File: src/rtl/core/wpd_pkg.sv
// Package for the WAV PCM to PWM duty converter.
// Holds widths, header offsets, state encodings and shared structs.
// No dependencies; compiled first.
`default_nettype none

package wpd_pkg;

  localparam int BYTE_W   = 8;
  localparam int DUTY_W   = 11;
  localparam int FIELD_W  = 16;
  localparam int LEN_W    = 32;
  localparam int POS_W    = 6;
  localparam int APB_AW   = 3;
  localparam int APB_DW   = 32;

  // Shared divider: dividend holds data length times eight
  localparam int DIV_NW   = LEN_W + 3;
  localparam int DIV_DW   = LEN_W;
  localparam int DIV_CW   = $clog2(DIV_NW);

  localparam int SAMPLE_W = 17;
  localparam int PROD_W   = DUTY_W + SAMPLE_W;

  localparam logic [DUTY_W-1:0] FULL_SCALE_RESET = 11'd1500;
  localparam logic [0:0]        REG_FULL_SCALE   = 1'b0;

  // Header byte offsets
  localparam logic [POS_W-1:0] POS_FMT_LO  = 6'd20;
  localparam logic [POS_W-1:0] POS_FMT_HI  = 6'd21;
  localparam logic [POS_W-1:0] POS_CH_LO   = 6'd22;
  localparam logic [POS_W-1:0] POS_CH_HI   = 6'd23;
  localparam logic [POS_W-1:0] POS_BITS_LO = 6'd34;
  localparam logic [POS_W-1:0] POS_BITS_HI = 6'd35;
  localparam logic [POS_W-1:0] POS_LEN_0   = 6'd40;
  localparam logic [POS_W-1:0] POS_LEN_1   = 6'd41;
  localparam logic [POS_W-1:0] POS_LEN_2   = 6'd42;
  localparam logic [POS_W-1:0] POS_LEN_3   = 6'd43;

  localparam logic [FIELD_W-1:0] FMT_PCM       = 16'd1;
  localparam logic [LEN_W-1:0]   MIN_FRAME_BITS = 32'd16;

  localparam logic KIND_DUTY   = 1'b0;
  localparam logic KIND_REJECT = 1'b1;

  typedef enum logic [2:0] {
    P_HEADER = 3'b001,
    P_DATA   = 3'b010,
    P_DONE   = 3'b100
  } phase_t;

  typedef enum logic [2:0] {
    S_IDLE = 3'b001,
    S_MOD  = 3'b010,
    S_CNT  = 3'b100
  } seq_t;

  typedef struct packed {
    logic busy;
    logic done;
  } div_stat_t;

  typedef struct packed {
    logic              kind;
    logic [DUTY_W-1:0] duty;
    logic              last;
  } res_t;

endpackage

`default_nettype wire

File: src/rtl/core/wpd_byte_if.sv
// Byte stream channel into the converter: valid/ready plus byte and restart flag.
// Depends on wpd_pkg.
`default_nettype none

interface wpd_byte_if import wpd_pkg::*; ();
  logic              valid;
  logic              ready;
  logic [BYTE_W-1:0] in_byte;
  logic              restart;

  modport source (output valid, output in_byte, output restart, input ready);
  modport sink   (input valid, input in_byte, input restart, output ready);
endinterface

`default_nettype wire

File: src/rtl/core/wpd_duty_if.sv
// Result channel out of the converter: valid/ready plus kind, duty and last flag.
// Depends on wpd_pkg.
`default_nettype none

interface wpd_duty_if import wpd_pkg::*; ();
  logic              valid;
  logic              ready;
  logic              result_kind;
  logic [DUTY_W-1:0] duty;
  logic              last_sample;

  modport source (output valid, output result_kind, output duty, output last_sample,
                  input ready);
  modport sink   (input valid, input result_kind, input duty, input last_sample,
                  output ready);
endinterface

`default_nettype wire

File: src/rtl/core/wav_pcm_to_pwm_duty_core.sv
// Top level of the WAV PCM to PWM duty converter: header parser, frame counter,
// duty multiplier and result buffering. Depends on wpd_pkg, wpd_byte_if,
// wpd_duty_if, wpd_div and wpd_apb_regs.
//
//   channel   dir  handshake        payload
//   wav       in   valid/ready      in_byte[7:0], restart
//   pwm       out  valid/ready      result_kind, duty[10:0], last_sample
//   apb       in   psel/penable     paddr[2:0], pwdata/prdata[31:0], pready = 1
//
// Every byte takes one cycle, except header byte 43 of an accepted format: the
// shared divider first takes the remainder of frame bytes by channels and, if it
// is zero, then the frame count; the byte input is held off meanwhile.
// A result waits in the output register, a second one in a skid register;
// input also stalls while the skid register is full. Synchronous reset clears
// parse state and sets full scale to 1500; no clearing pass is needed.
`default_nettype none

module wav_pcm_to_pwm_duty_core import wpd_pkg::*; (
  input  wire logic              clk,
  input  wire logic              rst,
  wpd_byte_if.sink               wav,
  wpd_duty_if.source             pwm,
  input  wire logic              psel,
  input  wire logic              penable,
  input  wire logic              pwrite,
  input  wire logic [APB_AW-1:0] paddr,
  input  wire logic [APB_DW-1:0] pwdata,
  output logic      [APB_DW-1:0] prdata,
  output logic                   pready
);

  logic [DUTY_W-1:0] full_scale;

  wpd_apb_regs u_regs (
    .clk        (clk),
    .rst        (rst),
    .psel       (psel),
    .penable    (penable),
    .pwrite     (pwrite),
    .paddr      (paddr),
    .pwdata     (pwdata),
    .prdata     (prdata),
    .pready     (pready),
    .full_scale (full_scale)
  );

  // parse state
  seq_t               seq, seq_next;
  phase_t             phase, phase_next;
  logic [POS_W-1:0]   pos, pos_next;
  logic [FIELD_W-1:0] fmt, fmt_next;
  logic [FIELD_W-1:0] chans, chans_next;
  logic [FIELD_W-1:0] bits, bits_next;
  logic [LEN_W-1:0]   dlen, dlen_next;
  logic [LEN_W-1:0]   frames, frames_next;
  logic [LEN_W-1:0]   offset, offset_next;
  logic [BYTE_W-1:0]  lo, lo_next;
  logic [LEN_W-1:0]   fbits;

  // divider
  logic              div_start;
  logic [DIV_NW-1:0] div_dividend;
  logic [DIV_DW-1:0] div_divisor;
  div_stat_t         div_stat;
  logic [DIV_NW-1:0] div_quo;
  logic [DIV_DW-1:0] div_rem;

  wpd_div u_div (
    .clk       (clk),
    .rst       (rst),
    .start     (div_start),
    .dividend  (div_dividend),
    .divisor   (div_divisor),
    .stat      (div_stat),
    .quotient  (div_quo),
    .remainder (div_rem)
  );

  // results
  logic emit;
  res_t emit_res;
  logic out_valid, skid_valid;
  res_t out_res, skid_res;

  logic                accept;
  logic [BYTE_W-1:0]   b;
  logic [LEN_W-4:0]    fbytes;
  logic                hdr_ok;
  logic [SAMPLE_W-1:0] shifted;
  logic [PROD_W-1:0]   prod;
  logic [LEN_W-1:0]    off_inc;

  assign accept  = wav.valid && wav.ready;
  assign b       = wav.in_byte;
  assign fbytes  = fbits[LEN_W-1:3];
  assign hdr_ok  = (fmt == FMT_PCM) && (chans != '0) && (fbits >= MIN_FRAME_BITS);
  // signed sample plus 0x10000 is the raw word with its inverted sign bit added as bit 16
  assign shifted = {~b[BYTE_W-1], b, lo};
  assign prod    = {{SAMPLE_W{1'b0}}, full_scale} * {{DUTY_W{1'b0}}, shifted};
  assign off_inc = offset + 1'b1;

  always_ff @(posedge clk) begin
    fbits <= LEN_W'(chans) * LEN_W'(bits);
  end

  always_comb begin
    seq_next     = seq;
    phase_next   = phase;
    pos_next     = pos;
    fmt_next     = fmt;
    chans_next   = chans;
    bits_next    = bits;
    dlen_next    = dlen;
    frames_next  = frames;
    offset_next  = offset;
    lo_next      = lo;
    emit         = 1'b0;
    emit_res     = '{kind: KIND_REJECT, duty: '0, last: 1'b0};
    div_start    = 1'b0;
    div_dividend = '0;
    div_divisor  = '0;

    unique case (seq)
      S_IDLE: begin
        if (accept) begin
          if (wav.restart) begin
            // this byte is header byte 0, which carries nothing
            phase_next  = P_HEADER;
            pos_next    = POS_W'(1);
            fmt_next    = '0;
            chans_next  = '0;
            bits_next   = '0;
            dlen_next   = '0;
            frames_next = '0;
            offset_next = '0;
            lo_next     = '0;
          end else begin
            unique case (phase)
              P_HEADER: begin
                unique case (pos)
                  POS_FMT_LO:  fmt_next   = {fmt[15:8], b};
                  POS_FMT_HI:  fmt_next   = {b, fmt[7:0]};
                  POS_CH_LO:   chans_next = {chans[15:8], b};
                  POS_CH_HI:   chans_next = {b, chans[7:0]};
                  POS_BITS_LO: bits_next  = {bits[15:8], b};
                  POS_BITS_HI: bits_next  = {b, bits[7:0]};
                  POS_LEN_0:   dlen_next  = {dlen[31:8], b};
                  POS_LEN_1:   dlen_next  = {dlen[31:16], b, dlen[7:0]};
                  POS_LEN_2:   dlen_next  = {dlen[31:24], b, dlen[15:0]};
                  POS_LEN_3:   dlen_next  = {b, dlen[23:0]};
                  default: ;
                endcase
                if (pos == POS_LEN_3) begin
                  if (hdr_ok) begin
                    div_start    = 1'b1;
                    div_dividend = {{(DIV_NW-LEN_W+3){1'b0}}, fbytes};
                    div_divisor  = {{(DIV_DW-FIELD_W){1'b0}}, chans};
                    seq_next     = S_MOD;
                  end else begin
                    emit       = 1'b1;
                    phase_next = P_DONE;
                  end
                end else begin
                  pos_next = pos + 1'b1;
                end
              end
              P_DATA: begin
                if (offset == '0) begin
                  lo_next = b;
                end else if (offset == LEN_W'(1)) begin
                  emit     = 1'b1;
                  emit_res = '{kind: KIND_DUTY, duty: prod[PROD_W-1:SAMPLE_W],
                               last: (frames == LEN_W'(1))};
                end
                if (off_inc >= {3'b000, fbytes}) begin
                  offset_next = '0;
                  frames_next = frames - 1'b1;
                  if (frames == LEN_W'(1)) begin
                    phase_next = P_DONE;
                  end
                end else begin
                  offset_next = off_inc;
                end
              end
              P_DONE: ;
              default: phase_next = P_DONE;
            endcase
          end
        end
      end
      S_MOD: begin
        if (div_stat.done) begin
          if (div_rem != '0) begin
            emit       = 1'b1;
            phase_next = P_DONE;
            seq_next   = S_IDLE;
          end else begin
            div_start    = 1'b1;
            div_dividend = {dlen, 3'b000};
            div_divisor  = fbits;
            seq_next     = S_CNT;
          end
        end
      end
      S_CNT: begin
        if (div_stat.done) begin
          frames_next = div_quo[LEN_W-1:0];
          offset_next = '0;
          phase_next  = (div_quo == '0) ? P_DONE : P_DATA;
          seq_next    = S_IDLE;
        end
      end
      default: seq_next = S_IDLE;
    endcase
  end

  always_ff @(posedge clk) begin
    if (rst) begin
      seq    <= S_IDLE;
      phase  <= P_HEADER;
      pos    <= '0;
      fmt    <= '0;
      chans  <= '0;
      bits   <= '0;
      dlen   <= '0;
      frames <= '0;
      offset <= '0;
      lo     <= '0;
    end else begin
      seq    <= seq_next;
      phase  <= phase_next;
      pos    <= pos_next;
      fmt    <= fmt_next;
      chans  <= chans_next;
      bits   <= bits_next;
      dlen   <= dlen_next;
      frames <= frames_next;
      offset <= offset_next;
      lo     <= lo_next;
    end
  end

  // output register with one skid entry behind it
  always_ff @(posedge clk) begin
    if (rst) begin
      out_valid  <= 1'b0;
      skid_valid <= 1'b0;
    end else if (emit) begin
      if (!out_valid || pwm.ready) begin
        out_valid <= 1'b1;
      end else begin
        skid_valid <= 1'b1;
      end
    end else if (out_valid && pwm.ready) begin
      out_valid  <= skid_valid;
      skid_valid <= 1'b0;
    end
  end

  always_ff @(posedge clk) begin
    if (emit) begin
      if (!out_valid || pwm.ready) begin
        out_res <= emit_res;
      end else begin
        skid_res <= emit_res;
      end
    end else if (out_valid && pwm.ready && skid_valid) begin
      out_res <= skid_res;
    end
  end

  assign wav.ready       = (seq == S_IDLE) && !skid_valid;
  assign pwm.valid       = out_valid;
  assign pwm.result_kind = out_res.kind;
  assign pwm.duty        = out_res.duty;
  assign pwm.last_sample = out_res.last;

  a_skid_behind_out: assert property (@(posedge clk) disable iff (rst)
    skid_valid |-> out_valid)
    else $error("skid entry held with empty output register");

  a_idle_div_quiet: assert property (@(posedge clk) disable iff (rst)
    (seq == S_IDLE) |-> !div_stat.busy)
    else $error("divider busy while sequencer idle");

  a_done_in_wait: assert property (@(posedge clk) disable iff (rst)
    div_stat.done |-> (seq == S_MOD || seq == S_CNT))
    else $error("divider finished outside a wait state");

  a_data_has_frames: assert property (@(posedge clk) disable iff (rst)
    (phase == P_DATA) |-> (frames != '0))
    else $error("data phase with no frames left");

endmodule

`default_nettype wire

File: src/rtl/core/wpd_div.sv
// Shared restoring divider, one quotient bit per cycle.
// Used for the channel divisibility check and the frame count. Depends on wpd_pkg.
`default_nettype none

module wpd_div import wpd_pkg::*; (
  input  wire logic              clk,
  input  wire logic              rst,
  input  wire logic              start,
  input  wire logic [DIV_NW-1:0] dividend,
  input  wire logic [DIV_DW-1:0] divisor,
  output div_stat_t              stat,
  output logic      [DIV_NW-1:0] quotient,
  output logic      [DIV_DW-1:0] remainder
);

  logic [DIV_NW-1:0] quo;
  logic [DIV_DW-1:0] rem;
  logic [DIV_DW-1:0] dvs;
  logic [DIV_CW-1:0] cnt;
  logic              busy;
  logic              done;

  logic [DIV_DW:0]   shifted;
  logic [DIV_DW+1:0] diff;

  assign shifted = {rem, quo[DIV_NW-1]};
  assign diff    = {1'b0, shifted} - {2'b00, dvs};

  always_ff @(posedge clk) begin
    if (rst) begin
      busy <= 1'b0;
      done <= 1'b0;
      cnt  <= '0;
    end else if (start) begin
      busy <= 1'b1;
      done <= 1'b0;
      cnt  <= '0;
    end else if (busy) begin
      cnt <= cnt + 1'b1;
      if (cnt == DIV_CW'(DIV_NW - 1)) begin
        busy <= 1'b0;
        done <= 1'b1;
      end
    end else begin
      done <= 1'b0;
    end
  end

  always_ff @(posedge clk) begin
    if (start) begin
      quo <= dividend;
      rem <= '0;
      dvs <= divisor;
    end else if (busy) begin
      // keep the difference when it did not borrow
      if (!diff[DIV_DW+1]) begin
        rem <= diff[DIV_DW-1:0];
        quo <= {quo[DIV_NW-2:0], 1'b1};
      end else begin
        rem <= shifted[DIV_DW-1:0];
        quo <= {quo[DIV_NW-2:0], 1'b0};
      end
    end
  end

  assign stat      = '{busy: busy, done: done};
  assign quotient  = quo;
  assign remainder = rem;

endmodule

`default_nettype wire

File: src/rtl/core/wpd_apb_regs.sv
// APB register file: the PWM full-scale register.
// Depends on wpd_pkg.
`default_nettype none

module wpd_apb_regs import wpd_pkg::*; (
  input  wire logic              clk,
  input  wire logic              rst,
  input  wire logic              psel,
  input  wire logic              penable,
  input  wire logic              pwrite,
  input  wire logic [APB_AW-1:0] paddr,
  input  wire logic [APB_DW-1:0] pwdata,
  output logic      [APB_DW-1:0] prdata,
  output logic                   pready,
  output logic      [DUTY_W-1:0] full_scale
);

  logic hit;

  assign hit    = (paddr[APB_AW-1:2] == REG_FULL_SCALE);
  assign pready = 1'b1;

  always_ff @(posedge clk) begin
    if (rst) begin
      full_scale <= FULL_SCALE_RESET;
    end else if (psel && penable && pwrite && pready && hit) begin
      full_scale <= pwdata[DUTY_W-1:0];
    end
  end

  always_comb begin
    prdata = '0;
    if (hit) begin
      prdata = {{(APB_DW-DUTY_W){1'b0}}, full_scale};
    end
  end

endmodule

`default_nettype wire
File: src/flat_wrapper.sv
// flat-port wrapper written by rule: the top's interface ports become plain ports
module wav_pcm_to_pwm_duty_core_flat import wpd_pkg::*;
  (clk, rst, psel, penable, pwrite, paddr, pwdata, prdata, pready, wav_valid, wav_in_byte, wav_restart, wav_ready, pwm_valid, pwm_result_kind, pwm_duty, pwm_last_sample, pwm_ready);
  wpd_byte_if wav_i ();
  wpd_duty_if pwm_i ();
  input  wire logic clk;
  input  wire logic rst;
  input  wire logic psel;
  input  wire logic penable;
  input  wire logic pwrite;
  input  wire logic [APB_AW-1:0] paddr;
  input  wire logic [APB_DW-1:0] pwdata;
  output logic      [APB_DW-1:0] prdata;
  output logic pready;
  input wire logic [$bits(wav_i.valid)-1:0] wav_valid;
  input wire logic [$bits(wav_i.in_byte)-1:0] wav_in_byte;
  input wire logic [$bits(wav_i.restart)-1:0] wav_restart;
  output wire logic [$bits(wav_i.ready)-1:0] wav_ready;
  output wire logic [$bits(pwm_i.valid)-1:0] pwm_valid;
  output wire logic [$bits(pwm_i.result_kind)-1:0] pwm_result_kind;
  output wire logic [$bits(pwm_i.duty)-1:0] pwm_duty;
  output wire logic [$bits(pwm_i.last_sample)-1:0] pwm_last_sample;
  input wire logic [$bits(pwm_i.ready)-1:0] pwm_ready;
  assign wav_i.valid = wav_valid;
  assign wav_i.in_byte = wav_in_byte;
  assign wav_i.restart = wav_restart;
  assign wav_ready = wav_i.ready;
  assign pwm_valid = pwm_i.valid;
  assign pwm_result_kind = pwm_i.result_kind;
  assign pwm_duty = pwm_i.duty;
  assign pwm_last_sample = pwm_i.last_sample;
  assign pwm_i.ready = pwm_ready;
  wav_pcm_to_pwm_duty_core u_core (.clk(clk), .rst(rst), .wav(wav_i), .pwm(pwm_i), .psel(psel), .penable(penable), .pwrite(pwrite), .paddr(paddr), .pwdata(pwdata), .prdata(prdata), .pready(pready));
endmodule
File: config.mk
export PLATFORM = sky130hd
export DESIGN_NAME = wav_pcm_to_pwm_duty_core_flat
export DESIGN_NICKNAME = d
export VERILOG_FILES = /design/src/rtl/core/wpd_pkg.sv /design/src/rtl/core/wpd_byte_if.sv /design/src/rtl/core/wpd_duty_if.sv /design/src/rtl/core/wav_pcm_to_pwm_duty_core.sv /design/src/rtl/core/wpd_div.sv /design/src/rtl/core/wpd_apb_regs.sv /design/src/flat_wrapper.sv
export SDC_FILE = /design/constraint.sdc
export NUM_CORES = 2
export LEC_CHECK = 0
export ABC_AREA = 1
export BUFFER_PORTS_ARGS = -buffer_cell sky130_fd_sc_hd__buf_2
export CORE_ASPECT_RATIO = 1.4
export CORE_MARGIN = 2
export CORE_UTILIZATION = 44
export DETAILED_ROUTE_END_ITERATION = 12
export GPL_TIMING_DRIVEN = 0
export SLEW_MARGIN = 10
export SYNTH_ARGS = -nofsm -noshare
export SYNTH_HDL_FRONTEND = slang
export SYNTH_SLANG_ARGS = --single-unit
File: constraint.sdc
create_clock -name clk -period 14 [get_ports clk]
set_input_delay 1.4 -clock clk [delete_from_list [all_inputs] [get_ports clk]]
set_output_delay 1.4 -clock clk [all_outputs]
set_load 0.02 [all_outputs]
==> summary by stage <==
Synth
The combinational family with the most area after synthesis is adder cells. The share of synthesized flip-flops with an asynchronous set or reset is 0. For this run, the leading register cell type out of synthesis is sky130_fd_sc_hd__dfxtp_1.

The mapped cell area is 0.0332 mm². The yosys synthesis warning count is 0. The area fraction in compound gates after synthesis was 0.105. The number of synthesized flops with an enable pin is 93. The share of cell area taken by muxes after synthesis is 0.

After technology mapping, the gate count stands at 4,478. The number of distinct library cells after synthesis is 58. In this run, synthesis produced a sequential element count of 342. Of the total synthesized cell area, the portion taken by XOR and XNOR cells is 0.0227. Dividing the synthesized area by the synthesized cell count gives 7.41 µm².

Of the total synthesized cell area, the portion taken by full adders, half adders and majority gates is 0.287. The fraction of the mapped netlist area in simple logic gates is 0.214. Of the synthesized area, sequential elements account for 0.234.

Clock tree
The number of gates resized after CTS was 0. Clock tree synthesis found a total of 342 sinks. The clock tree from TritonCTS is done.

The number of clock buffers inserted by TritonCTS is 38. The clock latency of the later-clocked register in the worst-skew pair is 0.57 ns. The clock root buffer is sky130_fd_sc_hd__clkbuf_16. Once the clock tree was built, the setup fixing pass inserted 0 buffers.

In this run the deepest clock path goes through 3 buffers. After clock tree synthesis, the flow added hold-fix buffers numbering 0. The clock tree synthesis step divided the H-tree into 2 levels.

After clock tree synthesis, the clock-pin slew on the worst setup and hold paths is 0.06 ns.

Routing
The final route contains 29,300 vias. The detail route stage leaves a number of antenna-violating nets equal to 0. In this run, the number of DRC markers left after iteration 0 of detailed routing was 2,039. The count of TritonRoute iterations in the first routing pass is 7.

The DRC violation count after routing is 0. In the routed layout, each cell is associated on average with a via count of 5.25. Dividing the detail-routed wire length by the instance count gives 18.3 µm. For this block, the routed nets add up to 102 mm of wire.

Layout
In the final layout, flip-flops and latches occupy 0.00778 mm². Summing all multi-input logic gate instances after layout gives 0.0210 mm². The share of post-route cells with drive strength above 1 is 0.0452. The final instance area is 0.0360 mm². The utilization of the core after routing is 0.480. From synthesis to final layout, the design area changed by 8.39%.

The layout filler cell count is 7,647. After the last flow step, the layout net total stands at 5,207.

Die
The floorplan step set the die height to 329 µm. The number of top-level pins is 99. The overall die area is 0.0777 mm². The initial cell density of the core is 0.443. The number of rows created at floorplan is 119. The die is 236 µm wide.

The core box area is 0.0749 mm².

Place
The final weighted congestion in routability-driven placement is 0.974. The total half-perimeter wirelength after legalization and detailed placement is 81.3 mm. The placed instance area is 0.0347 mm². The count of input and output buffers is 51.

Worst setup path
The largest single stage delay on the critical path is 0.70 ns. Walking the worst path, the cells encountered are clkbuf_1 > clkbuf_1 > nand2_1 > fa_1 > inv_1 > fa_1 > inv_1 > fa_1 > fa_1 > inv_1 > fa_1 > inv_1 > fa_1 > inv_1 > ha_1 > nand2_1 > inv_1 > a21oi_1 > o21ai_0 > a21oi_1 > o21ai_0 > nand3_1 > nand2_1 > xor2_1. The worst setup path is launched from a flip-flop. The worst setup path is of the flip-flop to flip-flop kind. The critical path's top delay family is adder cells. The arrival time of data at the critical path endpoint is 7.51 ns.

Along the worst path, the maximum fanout reaches 10. At the worst endpoint, the required time is 14.48 ns. The highest-delay cell along the critical path is sky130_fd_sc_hd__clkbuf_1. STA classifies the critical path endpoint as a flip-flop. The buffering stage count on the worst path with inverters included is 8.

Timing
Based on the critical path, the design can be clocked at up to 0.142 GHz. The transition time at the pin with the least slew margin is 1.10 ns. The worst hold margin is 0.466 ns. The number of setup violations in the final report is 0. Setup repair after global routing left no endpoint under its margin. The final critical delay including setup and external delays is 7.03 ns.

The total negative slack is 0 ns. The clock arrives with 0.0364 ns of skew. Of the available clock period, the critical path in the final layout requires 0.502. The max-slew violation count is 0. The worst slew margin relative to its limit is 0.266. The total count of hold-check failures in the final report is 0.

Power
Power spread over the standard cell area amounts to 87.4 mW/mm². After layout, the design draws a total of 3.15 mW. The reported leakage power is 18.0 nW. The worst IR drop on VDD is 0.0727 mV.

Job
The tool flagged a number of max-cap violations equal to 0.

Global route
Global routing finished with a remaining overflow of 0. The number of global-route vias before repair is 29,800. The global-route wire length before repair is 160 mm. Entering global routing, the biggest net connects 42 pins. The initial antenna violation count is 2. The global-route usage over all layers is 0.266.

Status
The run finished with clean final reports.

Worst hold path
The type of the tightest min-delay check is flip-flop to flip-flop.
-- final cells by class --
cell class	count	share of cell area
antenna	2	0.000139
buffer	216	0.0266
clock buffer	43	0.0275
clock inverter	25	0.00668
inverter	955	0.0996
multi-input combinational	2987	0.582
sequential	342	0.216
tap	968	0.0337
timing repair buffer	51	0.00710
-- stage by stage --
| step | instances | setup WS (ns) |
|---|---|---|
| after floorplan | 4500 | 7.79 |
| after global placement | 5519 | 6.99 |
| after detailed placement | 5519 | 6.92 |
| after CTS | 5587 | 7.05 |
| after global routing | 5588 | 6.66 |
| final | 5589 | 6.97 |
-- where the power goes --
part	internal, mW	total (mW)	switching, mW	leakage, nW
clock	0.558	1.01	0.449	0.590
sequential	1.04	1.06	0.0220	2.87
combinational	0.370	1.08	0.711	14.6
-- path summary, 6_finish.rpt --
path	depth (start not counted)	end	start	slack, ns
worst max-delay path	24	u_core.fbits[21]	u_core.chans[8]	6.97
worst min-delay path	2	u_core.fmt[10]	u_core.fmt[10]	0.47
worst min register to register	2	u_core.fmt[10]	u_core.fmt[10]	0.47
worst max register to register	24	u_core.fbits[21]	u_core.chans[8]	6.97
-- cells in the final DEF, fill, tap and decap left out, types with 24 or more instances in the layout --
cell type	instances
sky130_fd_sc_hd__nor4_1	37
sky130_fd_sc_hd__dfxtp_1	249
sky130_fd_sc_hd__nand4_1	40
sky130_fd_sc_hd__nor2_1	301
sky130_fd_sc_hd__inv_1	938
sky130_fd_sc_hd__buf_4	25
sky130_fd_sc_hd__fa_1	328
sky130_fd_sc_hd__o21ai_0	150
sky130_fd_sc_hd__nand2_1	1050
sky130_fd_sc_hd__o211ai_1	56
sky130_fd_sc_hd__nor3_1	55
sky130_fd_sc_hd__buf_2	75
sky130_fd_sc_hd__nand3_1	170
sky130_fd_sc_hd__o22ai_1	27
sky130_fd_sc_hd__edfxtp_1	93
sky130_fd_sc_hd__conb_1	24
sky130_fd_sc_hd__ha_1	237
sky130_fd_sc_hd__a21oi_1	261
sky130_fd_sc_hd__clkbuf_16	38
sky130_fd_sc_hd__xor2_1	59
sky130_fd_sc_hd__clkbuf_1	164
sky130_fd_sc_hd__xnor2_1	27
-- synth_stat cells (all sizes together) (61+ instances only) --
library cell,count,share of area
ha,237,0.089
inv,947,0.11
nor2,311,0.036
nor3,61,0.010
nand2,1053,0.12
edfxtp,93,0.084
a21oi,261,0.039
nand3,172,0.026
clkbuf,161,0.018
dfxtp,249,0.15
o21ai,156,0.024
fa,328,0.20
-- registers in the layout, summed over array words and instances (netlist names), 3 cells and up --
signal / cells
u_core.bits: 16
u_core.chans: 16
u_core.dlen: 32
u_core.fbits: 32
u_core.fmt: 16
u_core.frames: 32
u_core.lo: 8
u_core.offset: 32
u_core.phase: 3
u_core.pos: 6
u_core.pwm.duty: 11
u_core.seq: 3
u_core.skid_res: 13
u_core.u_div.cnt: 6
u_core.u_div.dvs: 32
u_core.u_div.quotient: 35
u_core.u_div.remainder: 32
u_core.u_regs.full_scale: 11
-- routing by layer --
metal	GRT usage	part of all wire	vias up	routed length, µm
met2	0.489	0.50	872	51400
met1	0.301	0.39	14000	39400
met4	0.146	0.060	0	6170
li1	-	-	14100	-
met5	0	0	-	0
met3	0.0281	0.052	267	5300
-- cell families (layout without fill, tap and decap cells) --
kind of cell / count (synthesis) / after routing
flops: 342 / 342
simple gates: 1706 / 1706
other cells: 2 / 26
xor+xnor: 86 / 86
compound gates: 606 / 606
fa+ha+maj: 565 / 565
buf+inv: 1171 / 1290
-- worst reg2reg max path, cell delays in order, from the launching register on --
cell and delay, ns:
sky130_fd_sc_hd__dfxtp_1 0.30, sky130_fd_sc_hd__clkbuf_1 0.53, sky130_fd_sc_hd__clkbuf_1 0.70, sky130_fd_sc_hd__nand2_1 0.17, sky130_fd_sc_hd__fa_1 0.52, sky130_fd_sc_hd__inv_1 0.05
sky130_fd_sc_hd__fa_1 0.53, sky130_fd_sc_hd__inv_1 0.06, sky130_fd_sc_hd__fa_1 0.49, sky130_fd_sc_hd__fa_1 0.55, sky130_fd_sc_hd__inv_1 0.05, sky130_fd_sc_hd__fa_1 0.48
sky130_fd_sc_hd__inv_1 0.06, sky130_fd_sc_hd__fa_1 0.48, sky130_fd_sc_hd__inv_1 0.10, sky130_fd_sc_hd__ha_1 0.41, sky130_fd_sc_hd__nand2_1 0.11, sky130_fd_sc_hd__inv_1 0.10
sky130_fd_sc_hd__a21oi_1 0.09, sky130_fd_sc_hd__o21ai_0 0.25, sky130_fd_sc_hd__a21oi_1 0.10, sky130_fd_sc_hd__o21ai_0 0.39, sky130_fd_sc_hd__nand3_1 0.13, sky130_fd_sc_hd__nand2_1 0.10
sky130_fd_sc_hd__xor2_1 0.22
(Power assumes the default switching activity.)
